`config.mk`:
```
export PLATFORM = sky130hd
export DESIGN_NAME = psdu_deaggregation_crc_check
export DESIGN_NICKNAME = d
export VERILOG_FILES = /design/src/design/pdcc_pkg.sv /design/src/design/psdu_deaggregation_crc_check.sv
export SDC_FILE = /design/constraint.sdc
export NUM_CORES = 1
export LEC_CHECK = 0
export BUFFER_PORTS_ARGS = -buffer_cell sky130_fd_sc_hd__clkbuf_2
export CAP_MARGIN = 20
export CORE_ASPECT_RATIO = 0.75
export CORE_MARGIN = 2
export CORE_UTILIZATION = 57
export CTS_BUF_LIST = sky130_fd_sc_hd__clkbuf_16
export DETAILED_ROUTE_END_ITERATION = 12
export PLACE_DENSITY = 0.79
export SYNTH_ARGS = -nofsm -noshare
export SYNTH_HDL_FRONTEND = slang
export SYNTH_SLANG_ARGS = --single-unit
```
`constraint.sdc`:
```
create_clock -name clock -period 9.8 [get_ports clock]
set_input_delay 0.98 -clock clock [delete_from_list [all_inputs] [get_ports clock]]
set_output_delay 0.98 -clock clock [all_outputs]
set_load 0.005 [all_outputs]
```
`src/design/pdcc_pkg.sv`:
```
// Package: payload types, codes and the CRC-32 byte update for the PSDU deaggregator.
`default_nettype none
package pdcc_pkg;

   localparam int unsigned LEN_W   = 22;
   localparam int unsigned SUB_W   = 14;
   localparam int unsigned CRC_W   = 32;

   localparam logic [CRC_W-1:0] CRC_PRESET = 32'hFFFF_FFFF;
   localparam logic [CRC_W-1:0] CRC_POLY   = 32'hEDB8_8320;
   localparam logic [CRC_W-1:0] CRC_RESIDUE = 32'h2144_DF1C;

   localparam logic [1:0] FMT_LEGACY = 2'd0;
   localparam logic [1:0] FMT_HT     = 2'd1;
   localparam logic [1:0] FMT_VHT    = 2'd2;

   localparam logic [1:0] STATUS_GOOD = 2'd0;
   localparam logic [1:0] STATUS_BAD  = 2'd1;
   localparam logic [1:0] STATUS_RATE = 2'd2;

   localparam logic [3:0] LEGACY_RATE_LIMIT = 4'd8;
   localparam logic [LEN_W:0] DELIM_BYTES = 23'd4;

   typedef struct packed {
      logic [7:0]       data_byte;
      logic             first_byte;
      logic [LEN_W-1:0] psdu_length;
      logic [1:0]       frame_format;
      logic [3:0]       rate_index;
      logic             aggregated;
   } req_type;

   typedef struct packed {
      logic [1:0]       status;
      logic [LEN_W-1:0] frame_length;
      logic [LEN_W-1:0] payload_offset;
      logic             last_of_psdu;
   } rsp_type;

   // reflected CRC-32, one byte
   function automatic logic [CRC_W-1:0] crc_byte(input logic [CRC_W-1:0] crc,
                                                 input logic [7:0] b);
      logic [CRC_W-1:0] c;
      c = crc ^ {24'd0, b};
      for (int k = 0; k < 8; k++) begin
         c = c[0] ? ((c >> 1) ^ CRC_POLY) : (c >> 1);
      end
      return c;
   endfunction

endpackage
`default_nettype wire

```
`src/design/psdu_deaggregation_crc_check.sv`:
```
// Top level: A-MPDU delimiter parser and CRC-32 FCS check over a PSDU byte stream.
//
//   channel | dir | handshake            | payload
//   req     | in  | req_valid/req_ready  | req_data (pdcc_pkg::req_type), one PSDU byte
//   rsp     | out | rsp_valid/rsp_ready  | rsp_data (pdcc_pkg::rsp_type), zero or one per byte
//
// One byte per cycle while req_ready is high: the byte-wide CRC update, counters
// and delimiter checks sit between the parse state registers and the result register.
// A result is written to the output register as the byte that causes it is accepted.
// req_ready drops only while a result sits in the output register and rsp_ready is low.
// Synchronous reset returns the parser to idle and empties the output register.
`default_nettype none
module psdu_deaggregation_crc_check (
   input  wire logic             clock,
   input  wire logic             reset,
   input  wire logic             req_valid,
   output logic                  req_ready,
   input  wire pdcc_pkg::req_type req_data,
   output logic                  rsp_valid,
   input  wire logic             rsp_ready,
   output pdcc_pkg::rsp_type     rsp_data
);

   localparam logic [1:0] PH_IDLE  = 2'd0;
   localparam logic [1:0] PH_WHOLE = 2'd1;
   localparam logic [1:0] PH_DELIM = 2'd2;
   localparam logic [1:0] PH_BODY  = 2'd3;

   localparam int unsigned LW = pdcc_pkg::LEN_W;
   localparam int unsigned SW = pdcc_pkg::SUB_W;

   logic [1:0]    phase_ff, phase_in;
   logic [LW-1:0] pos_ff, pos_in;
   logic [LW-1:0] len_ff, len_in;
   logic [1:0]    fmt_ff, fmt_in;
   logic [3:0]    rate_ff, rate_in;
   logic [1:0]    didx_ff, didx_in;
   logic [15:0]   dbits_ff, dbits_in;
   logic [SW-1:0] remain_ff, remain_in;
   logic          eof_ff, eof_in;
   logic [31:0]   crc_ff, crc_in;

   logic              rsp_valid_ff, rsp_valid_in;
   pdcc_pkg::rsp_type rsp_data_ff, rsp_data_in;

   logic          accept;
   logic          emit;
   logic          go;
   logic          last;
   logic [1:0]    idx;
   logic [SW-1:0] dlen;
   logic [LW:0]   next_pos;
   logic [LW+1:0] body_end;

   // end of subframe: does parsing of this PSDU stop here
   function automatic logic sub_last(input logic eof, input logic [LW:0] nxt,
                                     input logic [LW-1:0] len);
      logic [LW:0] len_x;
      len_x = {1'b0, len};
      return eof || (nxt > len_x) || ((len_x - nxt) < pdcc_pkg::DELIM_BYTES);
   endfunction

   assign req_ready = !rsp_valid_ff || rsp_ready;
   assign accept    = req_valid && req_ready;
   assign rsp_valid = rsp_valid_ff;
   assign rsp_data  = rsp_data_ff;

   always_comb begin
      phase_in    = phase_ff;
      pos_in      = pos_ff;
      len_in      = len_ff;
      fmt_in      = fmt_ff;
      rate_in     = rate_ff;
      didx_in     = didx_ff;
      dbits_in    = dbits_ff;
      remain_in   = remain_ff;
      eof_in      = eof_ff;
      crc_in      = crc_ff;
      emit        = 1'b0;
      go          = 1'b0;
      last        = 1'b0;
      idx         = didx_ff;
      dlen        = '0;
      next_pos    = '0;
      body_end    = '0;
      rsp_data_in = rsp_data_ff;

      if (req_data.first_byte) begin
         len_in    = req_data.psdu_length;
         fmt_in    = req_data.frame_format;
         rate_in   = req_data.rate_index;
         pos_in    = '0;
         crc_in    = pdcc_pkg::CRC_PRESET;
         eof_in    = 1'b0;
         didx_in   = '0;
         dbits_in  = '0;
         remain_in = '0;
         if (req_data.frame_format == pdcc_pkg::FMT_VHT) begin
            if ({1'b0, req_data.psdu_length} < pdcc_pkg::DELIM_BYTES) begin
               phase_in = PH_IDLE;
            end else begin
               phase_in = PH_DELIM;
               go       = 1'b1;
            end
         end else if (req_data.aggregated) begin
            phase_in = PH_IDLE;
         end else if (req_data.psdu_length == '0) begin
            phase_in    = PH_IDLE;
            emit        = 1'b1;
            rsp_data_in = '{status: pdcc_pkg::STATUS_BAD, frame_length: '0,
                            payload_offset: '0, last_of_psdu: 1'b1};
         end else begin
            phase_in = PH_WHOLE;
            go       = 1'b1;
         end
      end else if (phase_ff != PH_IDLE) begin
         pos_in = pos_ff + 1'b1;
         go     = 1'b1;
      end

      next_pos = {1'b0, pos_in} + 1'b1;
      idx      = didx_in;

      if (go) begin
         unique case (phase_in)
            PH_WHOLE: begin
               crc_in = pdcc_pkg::crc_byte(crc_in, req_data.data_byte);
               if (next_pos >= {1'b0, len_in}) begin
                  phase_in = PH_IDLE;
                  emit     = 1'b1;
                  rsp_data_in.frame_length   = len_in;
                  rsp_data_in.payload_offset = '0;
                  rsp_data_in.last_of_psdu   = 1'b1;
                  if (~crc_in != pdcc_pkg::CRC_RESIDUE) begin
                     rsp_data_in.status = pdcc_pkg::STATUS_BAD;
                  end else if ((fmt_in == pdcc_pkg::FMT_LEGACY &&
                                rate_in < pdcc_pkg::LEGACY_RATE_LIMIT) ||
                               fmt_in == pdcc_pkg::FMT_HT) begin
                     rsp_data_in.status = pdcc_pkg::STATUS_GOOD;
                  end else begin
                     rsp_data_in.status = pdcc_pkg::STATUS_RATE;
                  end
               end
            end
            PH_DELIM: begin
               unique case (idx)
                  2'd0:    dbits_in[7:0]  = req_data.data_byte;
                  2'd1:    dbits_in[15:8] = req_data.data_byte;
                  default: dbits_in       = dbits_in;
               endcase
               didx_in = idx + 1'b1;
               if (idx == 2'd3) begin
                  dlen     = {dbits_in[3:2], dbits_in[15:4]};
                  eof_in   = dbits_in[0];
                  body_end = {1'b0, next_pos} + {{(LW+2-SW){1'b0}}, dlen};
                  if (body_end > {2'b00, len_in}) begin
                     phase_in = PH_IDLE;
                  end else begin
                     crc_in = pdcc_pkg::CRC_PRESET;
                     if (dlen == '0) begin
                        last        = sub_last(eof_in, next_pos, len_in);
                        emit        = 1'b1;
                        rsp_data_in = '{status: pdcc_pkg::STATUS_BAD, frame_length: '0,
                                        payload_offset: next_pos[LW-1:0],
                                        last_of_psdu: last};
                        phase_in    = last ? PH_IDLE : PH_DELIM;
                        if (!last) begin
                           didx_in  = '0;
                           dbits_in = '0;
                        end
                     end else begin
                        remain_in = dlen;
                        phase_in  = PH_BODY;
                     end
                  end
               end
            end
            PH_BODY: begin
               crc_in    = pdcc_pkg::crc_byte(crc_in, req_data.data_byte);
               remain_in = remain_in - 1'b1;
               if (remain_in == '0) begin
                  dlen        = {dbits_in[3:2], dbits_in[15:4]};
                  last        = sub_last(eof_in, next_pos, len_in);
                  emit        = 1'b1;
                  rsp_data_in.status = (~crc_in == pdcc_pkg::CRC_RESIDUE) ?
                                       pdcc_pkg::STATUS_GOOD : pdcc_pkg::STATUS_BAD;
                  rsp_data_in.frame_length   = {{(LW-SW){1'b0}}, dlen};
                  rsp_data_in.payload_offset = next_pos[LW-1:0] -
                                               {{(LW-SW){1'b0}}, dlen};
                  rsp_data_in.last_of_psdu   = last;
                  phase_in = last ? PH_IDLE : PH_DELIM;
                  if (!last) begin
                     didx_in  = '0;
                     dbits_in = '0;
                  end
               end
            end
            default: phase_in = PH_IDLE;
         endcase
      end

      if (accept && emit) begin
         rsp_valid_in = 1'b1;
      end else if (rsp_ready) begin
         rsp_valid_in = 1'b0;
      end else begin
         rsp_valid_in = rsp_valid_ff;
      end
   end

   always_ff @(posedge clock) begin
      if (reset) begin
         phase_ff     <= PH_IDLE;
         rsp_valid_ff <= 1'b0;
      end else begin
         rsp_valid_ff <= rsp_valid_in;
         if (accept) begin
            phase_ff <= phase_in;
         end
      end
   end

   always_ff @(posedge clock) begin
      if (accept) begin
         pos_ff    <= pos_in;
         len_ff    <= len_in;
         fmt_ff    <= fmt_in;
         rate_ff   <= rate_in;
         didx_ff   <= didx_in;
         dbits_ff  <= dbits_in;
         remain_ff <= remain_in;
         eof_ff    <= eof_in;
         crc_ff    <= crc_in;
      end
      if (accept && emit) begin
         rsp_data_ff <= rsp_data_in;
      end
   end

   a_body_remain: assert property (@(posedge clock) disable iff (reset)
      (phase_ff == PH_BODY) |-> (remain_ff != '0))
      else $error("body phase with nothing left to count");

   a_delim_room: assert property (@(posedge clock) disable iff (reset)
      (phase_ff == PH_DELIM) |-> ({1'b0, len_ff} >= pdcc_pkg::DELIM_BYTES))
      else $error("delimiter phase in a PSDU too short for a delimiter");

   a_no_overwrite: assert property (@(posedge clock) disable iff (reset)
      (rsp_valid_ff && !rsp_ready) |=> (rsp_valid_ff && $stable(rsp_data_ff)))
      else $error("held result was dropped or overwritten");

   a_aggr_idle: assert property (@(posedge clock) disable iff (reset)
      (accept && req_data.first_byte && req_data.aggregated &&
       req_data.frame_format != pdcc_pkg::FMT_VHT) |=> (phase_ff == PH_IDLE && !rsp_valid_ff))
      else $error("aggregated non-VHT PSDU was not ignored");

endmodule
`default_nettype wire

```
# Word-level counts from Yosys, hierarchy flattened
# Cells that the tools add are included.
# totals
reg_bits,165
inputBits,42
wordCells,164
# op_classes
n_addsub,7
order_cmp,6
eq_ne,9
muxes,99
n_bitwise,10
n_reduce_logical,18
# ops
cell,n
2-to-1 mux 47 bit,10
2-to-1 mux 32 bit,12
case mux 47 bit (3 select lines),1
2-to-1 mux 16 bit,8
inverter 13 -> 14 bit,8
2-to-1 mux 14 bit,5
2-to-1 mux 22 bit,3
case mux 32 bit (2 select lines),1
2-to-1 mux 8 bit,6
2-to-1 mux 2 bit,22
"equality test 32 x 30 -> 1 bit, second input constant",1
"inequality test 32 x 30 -> 1 bit, second input constant",1
inverter 32 bit,1
case mux 16 bit (2 select lines),1
XOR 32 x 8 -> 32 bit,1
logical NOT 14 bit,2
case mux 14 bit (2 select lines),1
2-to-1 mux 1 bit,25
adder 23 x 14 -> 24 bit,1
greater-than comparator 24 x 22 -> 1 bit,1
"adder 22 x 1 -> 23 bit, second input constant",1
>= comparator 23 x 22 -> 1 bit,1
greater-than comparator 23 x 22 -> 1 bit,1
"less-than comparator 23 x 3 -> 1 bit, second input constant",1
20 further kinds,34

# Logic depth before layout (Yosys ltp)
# depth
word_depth,24
depth_mapped,40
mapped_depth_nobuf,31

# Least setup slack after synthesis
# OpenSTA, ideal clock, no wires.
# synth_path
path_kind,input -> register
from,input port req_data[29] (netlist bit)
to,"register rsp_data_ff, in the netlist rsp_data[0] (enable)"
setup_ns,0.401
arrival_ns,9.246
slack_ns,0.153
path_stages,39
path_cell_list,clkbuf_1 -> buf_2 -> buf_1 -> buf_2 -> buf_2 -> buf_1 -> buf_1 -> buf_1 -> clkbuf_1 -> clkbuf_1 -> a21oi_1 -> ha_1 -> xnor2_1 -> inv_1 -> ha_1 -> a21oi_1 -> nor2b_1 -> o21a_1 -> [... 3 more ...] -> a41o_1 -> nor2_1 -> nor4_1 -> nor2_1 -> ha_1 -> a21o_1 -> a21oi_1 -> nor2b_1 -> o21ai_0 -> nand2b_1 -> a21oi_1 -> a22oi_1 -> nand2b_1 -> a2111o_1 -> buf_4 -> nand2_1 -> nand4_1 -> inv_1
# synth_via
word_cells_on_any_way,35
cone_classes,add/sub (3); order compare (2); eq/ne (5); mux (21); reduce/logical (4)
# synth_lines
item,line_no,rtl
start: declaration,psdu_deaggregation_crc_check.sv:18,"input wire pdcc_pkg::req_type req_data,"
2-to-1 mux 22 bit *,psdu_deaggregation_crc_check.sv:88,if (req_data.first_byte) begin
net pos_in[1],psdu_deaggregation_crc_check.sv:33,"logic [LW-1:0] pos_ff, pos_in;"
adder 22 x 1 -> 23 bit *,psdu_deaggregation_crc_check.sv:121,"next_pos = {1'b0, pos_in} + 1'b1;"
adder 23 x 14 -> 24 bit,psdu_deaggregation_crc_check.sv:155,"body_end = {1'b0, next_pos} + {{(LW+2-SW){1'b0}}, dlen};"
greater-than comparator 24 x 22 -> 1 bit,psdu_deaggregation_crc_check.sv:156,"if (body_end > {2'b00, len_in}) begin"
2-to-1 mux 1 bit,psdu_deaggregation_crc_check.sv:156,
2-to-1 mux 1 bit,psdu_deaggregation_crc_check.sv:152,if (idx == 2'd3) begin
case mux 1 bit (3 select lines) *,psdu_deaggregation_crc_check.sv:125,unique case (phase_in)
2-to-1 mux 1 bit *,psdu_deaggregation_crc_check.sv:124,if (go) begin
logical AND 1 bit *,psdu_deaggregation_crc_check.sv:235,if (accept && emit) begin
end signal: assignment,psdu_deaggregation_crc_check.sv:236,rsp_data_ff <= rsp_data_in;
end: declaration,psdu_deaggregation_crc_check.sv:44,"pdcc_pkg::rsp_type rsp_data_ff, rsp_data_in;"
# Mark *: on every way through the listed nets, which the timed path passes. The rest lies on a longest branch. The select of a mux whose other input is x is not followed.
# A chain may end at the register's enable or synchronous reset.

# Worst setup path after layout
# layout_path
from,register phase_ff[1]
to,"register rsp_data_ff, in the netlist rsp_data[10] (enable)"
# layout_via
elab_chain_len,11
word_cells_on_any_way,19
cone_classes,add/sub (2); order compare (2); eq/ne (3); mux (10); reduce/logical (2)
# layout_lines
item,line_no,rtl
start: declaration,psdu_deaggregation_crc_check.sv:32,"logic [1:0] phase_ff, phase_in;"
start signal: assignment,psdu_deaggregation_crc_check.sv:218,phase_ff <= phase_in;
nonzero test 2 bit,psdu_deaggregation_crc_check.sv:116,end else if (phase_ff != PH_IDLE) begin
2-to-1 mux 22 bit,psdu_deaggregation_crc_check.sv:116,
2-to-1 mux 22 bit,psdu_deaggregation_crc_check.sv:88,
adder 22 x 1 -> 23 bit,psdu_deaggregation_crc_check.sv:121,
adder 23 x 14 -> 24 bit,psdu_deaggregation_crc_check.sv:155,
greater-than comparator 24 x 22 -> 1 bit,psdu_deaggregation_crc_check.sv:156,
2-to-1 mux 1 bit,psdu_deaggregation_crc_check.sv:156,
2-to-1 mux 1 bit,psdu_deaggregation_crc_check.sv:152,
case mux 1 bit (3 select lines),psdu_deaggregation_crc_check.sv:125,
2-to-1 mux 1 bit *,psdu_deaggregation_crc_check.sv:124,
logical AND 1 bit *,psdu_deaggregation_crc_check.sv:235,
# Every way passes the cells marked *; elsewhere a longest branch is shown, timed or not.

==> run_results.csv <==
group,metric,value,unit
synth,synth-edff-count,158,
floorplan,die_y,141,microns
clock_tree,ctsResizeCount,0,
synth,postSynthAreaPerCell,8.68,sq um
synth,synth-seq-area-share,33.5,%
floorplan,row_count,50,
synth,async_flop_share,0,%
route,viasPerCell,6.80,
timing,setup_violations,0,
route,finalWirelength,47500,microns
clock_tree,ctsHoldBuffers,0,
synth,yosysUniqueCellTypes,95,
route,dr.first_iter.drc_count,2179,
layout,final_cell_count_no_fill,2061,
pwr,peakVddDrop,0.139,mV
synth,synthTopCellsByArea,"edfxtp_1, ha_1, xnor2_1, nand2_1, nor2_1",
synth,yosysWarningCount,0,
placement,dp_hpwl,35200,microns
grt,grt_pass1_wl,72400,microns
synth,ys_ff_latch,161,
setup_path,slowest_delay,700,ps
setup_path,end_kind,"flip-flop",
synth,yosysTopAreaCellShare,33.1,%
pwr,leakagePower,6.13,nW
timing,fmax,110,MHz
route,first_pass_iters,7,
floorplan,core-area,24800,sq um
clock_tree,clk_pin_slew,70,ps
synth,synth_fp_nets,1777,
synth,synth_top_family_by_area,"simple AND/OR/NAND/NOR gates",
layout,synthToLayoutAreaGrowth,9.70,%
timing,rsz0062_at_grt,"false",
floorplan,ioPinCount,91,
synth,synthMuxAreaShare,3.20,%
synth,synth-xor-area-share,9.65,%
timing,slew_viol_final,0,
job,maxCapViolCount,0,
layout,drive_above_1_share,12.0,%
placement,dpl.cell_count,2030,
worst_hold_path,hp-class,"flip-flop to flip-flop",
layout,n_antenna_cell,0,
timing,timing_hold_violations_final,0,
pwr,p_per_area,161,nW/um^2
placement,place_congestion,0.948,
synth,synth-compound-area-share,20.7,%
timing,fin_hold_ws,540,ps
floorplan,dieWidth,187,microns
clock_tree,clockBufferDepth,2,
synth,netlist_area,14400,sq um
clock_tree,cts_tree,"done",
setup_path,critPathKind,"flip-flop to flip-flop",
setup_path,crit_required,9920,ps
synth,syn_inst,1653,
clock_tree,post-cts-setup-buffers,0,
grt,antenna_found_initial,1,
route,num_vias,14000,
pwr,finalPower,0.00253,W
timing,tns,0,ps
setup_path,slowest_stage,"dfxtp_1",
synth,yosysTopAreaCell,"edfxtp_1",
status,status,"completed",
synth,yosys.area_share.simple,21.0,%
layout,final_area,15700,sq um
synth,synthAdderAreaFrac,7.25,%
setup_path,path_max_fanout,44,
setup_path,startpoint_type,"flip-flop",
route,drc,0,
route,ant_nets,0,
timing,relSlewSlack,29.4,%
grt,gr-usage-all-layers,35.4,%
timing,fin_crit,9050,ps
layout,nFillCells,2095,
grt,grt_start_max_net_pins,80,
synth,synth_ff_type,"edfxtp_1",
placement,io_buffer_count,87,
grt,overflow,0,
clock_tree,htreeDepth,4,
timing,post-route-period-util,92.4,%
clock_tree,clock_latency,450,ps
timing,tightest_slew,1050,ps
timing,finClkSkew,14.0,ps
clock_tree,ctsRootBufferMaster,"clkbuf_16",
clock_tree,cts_sinks,161,
floorplan,dieArea,26500,sq um
floorplan,floorplan.initialDensity,57.8,%
layout,nets,1835,
clock_tree,cts_buffers,17,
route,avgRoutedWirePerCell,23.1,microns
placement,dpl_cell_area,15200,sq um
setup_path,arrival,9170,ps
grt,grt_pass1_vias,12600,
## synth_stat cells (26+ instances only)
cell	number
edfxtp_1	158
o211ai_1	27
a21oi_1	94
clkbuf_1	61
nor3_1	53
xor2_1	36
xnor2_1	110
nand3_1	53
nor2_1	151
nand2_1	172
nand4_1	26
o21ai_0	84
inv_1	87
ha_1	80
mux2i_1	29
## registers in the layout, summed over array words and instances, names as in the netlist, 2 cells and up
name and cells:
crc_ff 32, dbits_ff 15, didx_ff 2, phase_ff 2
pos_ff 22, remain_ff 14, len_ff 22, fmt_ff 2
rsp_data 47
## worst max-delay path: cells and delay by family, from the launching register on
family / cells / cell delay (ps)
AND/OR/NAND/NOR: 14 / 3500
XOR/XNOR: 2 / 610
adder cells (fa/ha/maj): 2 / 690
buffers and inverters: 3 / 680
flip-flops: 1 / 700
AO/OA/AOI/OAI: 7 / 2490
## stage by stage
stage | setup slack (ps) | util [%]
2_1_floorplan | 153 | -
3_3_place_gp | 1220 | 61.1
3_5_place_dp | 1120 | 61.1
4_1_cts | 1200 | 63.4
5_1_grt | 581 | 63.4
6_report | 749 | 63.4
## report_power, final
group	switching (W)	leakage [nW]	internal [W]
Sequential	0.0000581	1.54	0.000847
Combinational	0.000574	4.31	0.000361
Clock	0.000327	0.281	0.000359
Total	0.000960	6.13	0.00157
## cell usage in the layout, fill, tap and decap left out, types with 7 or more instances in the layout
master,synthesis,routed
or3_1,13,13
mux2i_1,29,29
a22oi_1,7,7
nand4_1,26,26
xnor2_1,110,110
a31oi_1,25,25
and2_1,11,11
and3_1,18,18
o21a_1,18,18
a21oi_1,94,93
nor3_1,53,53
a21o_1,25,25
o221ai_1,9,9
nand2_1,172,172
clkbuf_16,0,17
inv_1,87,85
or4_1,8,8
o21ai_0,84,84
o211ai_1,27,27
a211oi_1,16,16
ha_1,80,80
nor2_1,151,150
xor2_1,36,36
edfxtp_1,158,158
nor4_1,21,21
o31ai_1,16,16
o22ai_1,25,24
nor2b_1,15,15
mux2_2,15,15
clkbuf_2,0,86
nand2b_1,13,13
buf_4,3,37
a22o_1,14,14
or2_2,8,8
nand3_1,53,53
## area by class of cell
| cell class | instances | area (sq um) | share of cell area [%] |
|---|---|---|---|
| Tap cell | 338 | 423 | 2.69 |
| Clock inverter | 14 | 146 | 0.930 |
| Inverter | 89 | 337 | 2.14 |
| Sequential cell | 161 | 4800 | 30.5 |
| Clock buffer | 17 | 425 | 2.70 |
| Timing Repair Buffer | 124 | 728 | 4.63 |
| Multi-Input combinational cell | 1318 | 8880 | 56.4 |
## logic make-up after synthesis
| group | after synthesis |
|---|---|
| adders and majority gates | 82 |
| muxes | 44 |
| xor gates and xnor gates | 151 |
| AOI/OAI and AO/OA | 436 |
| DFF | 161 |
| buffers and inverters | 174 |
| and+or+nand+nor | 605 |
## worst paths after layout
check                           cells after the start           end   startpoint  slack (ps)
worst max-delay path                               28  rsp_data[10]  phase_ff[1]         750
worst min-delay path                                2     rsp_valid    rsp_valid         540
worst max register to register                     28  rsp_data[10]  phase_ff[1]         750
worst min register to register                      2     rsp_valid    rsp_valid         540
## layer usage
metal	vias up	global-route usage [%]	share of wire [%]	wire, microns
met5	-	0	0.027	13
met4	2	10.3	3.1	1480
met3	141	11.1	15	7100
met2	1058	51.0	41	19400
met1	6521	50.9	41	19600
li1	6284	-	-	-
Note: power is estimated with default switching activity, not from simulation.
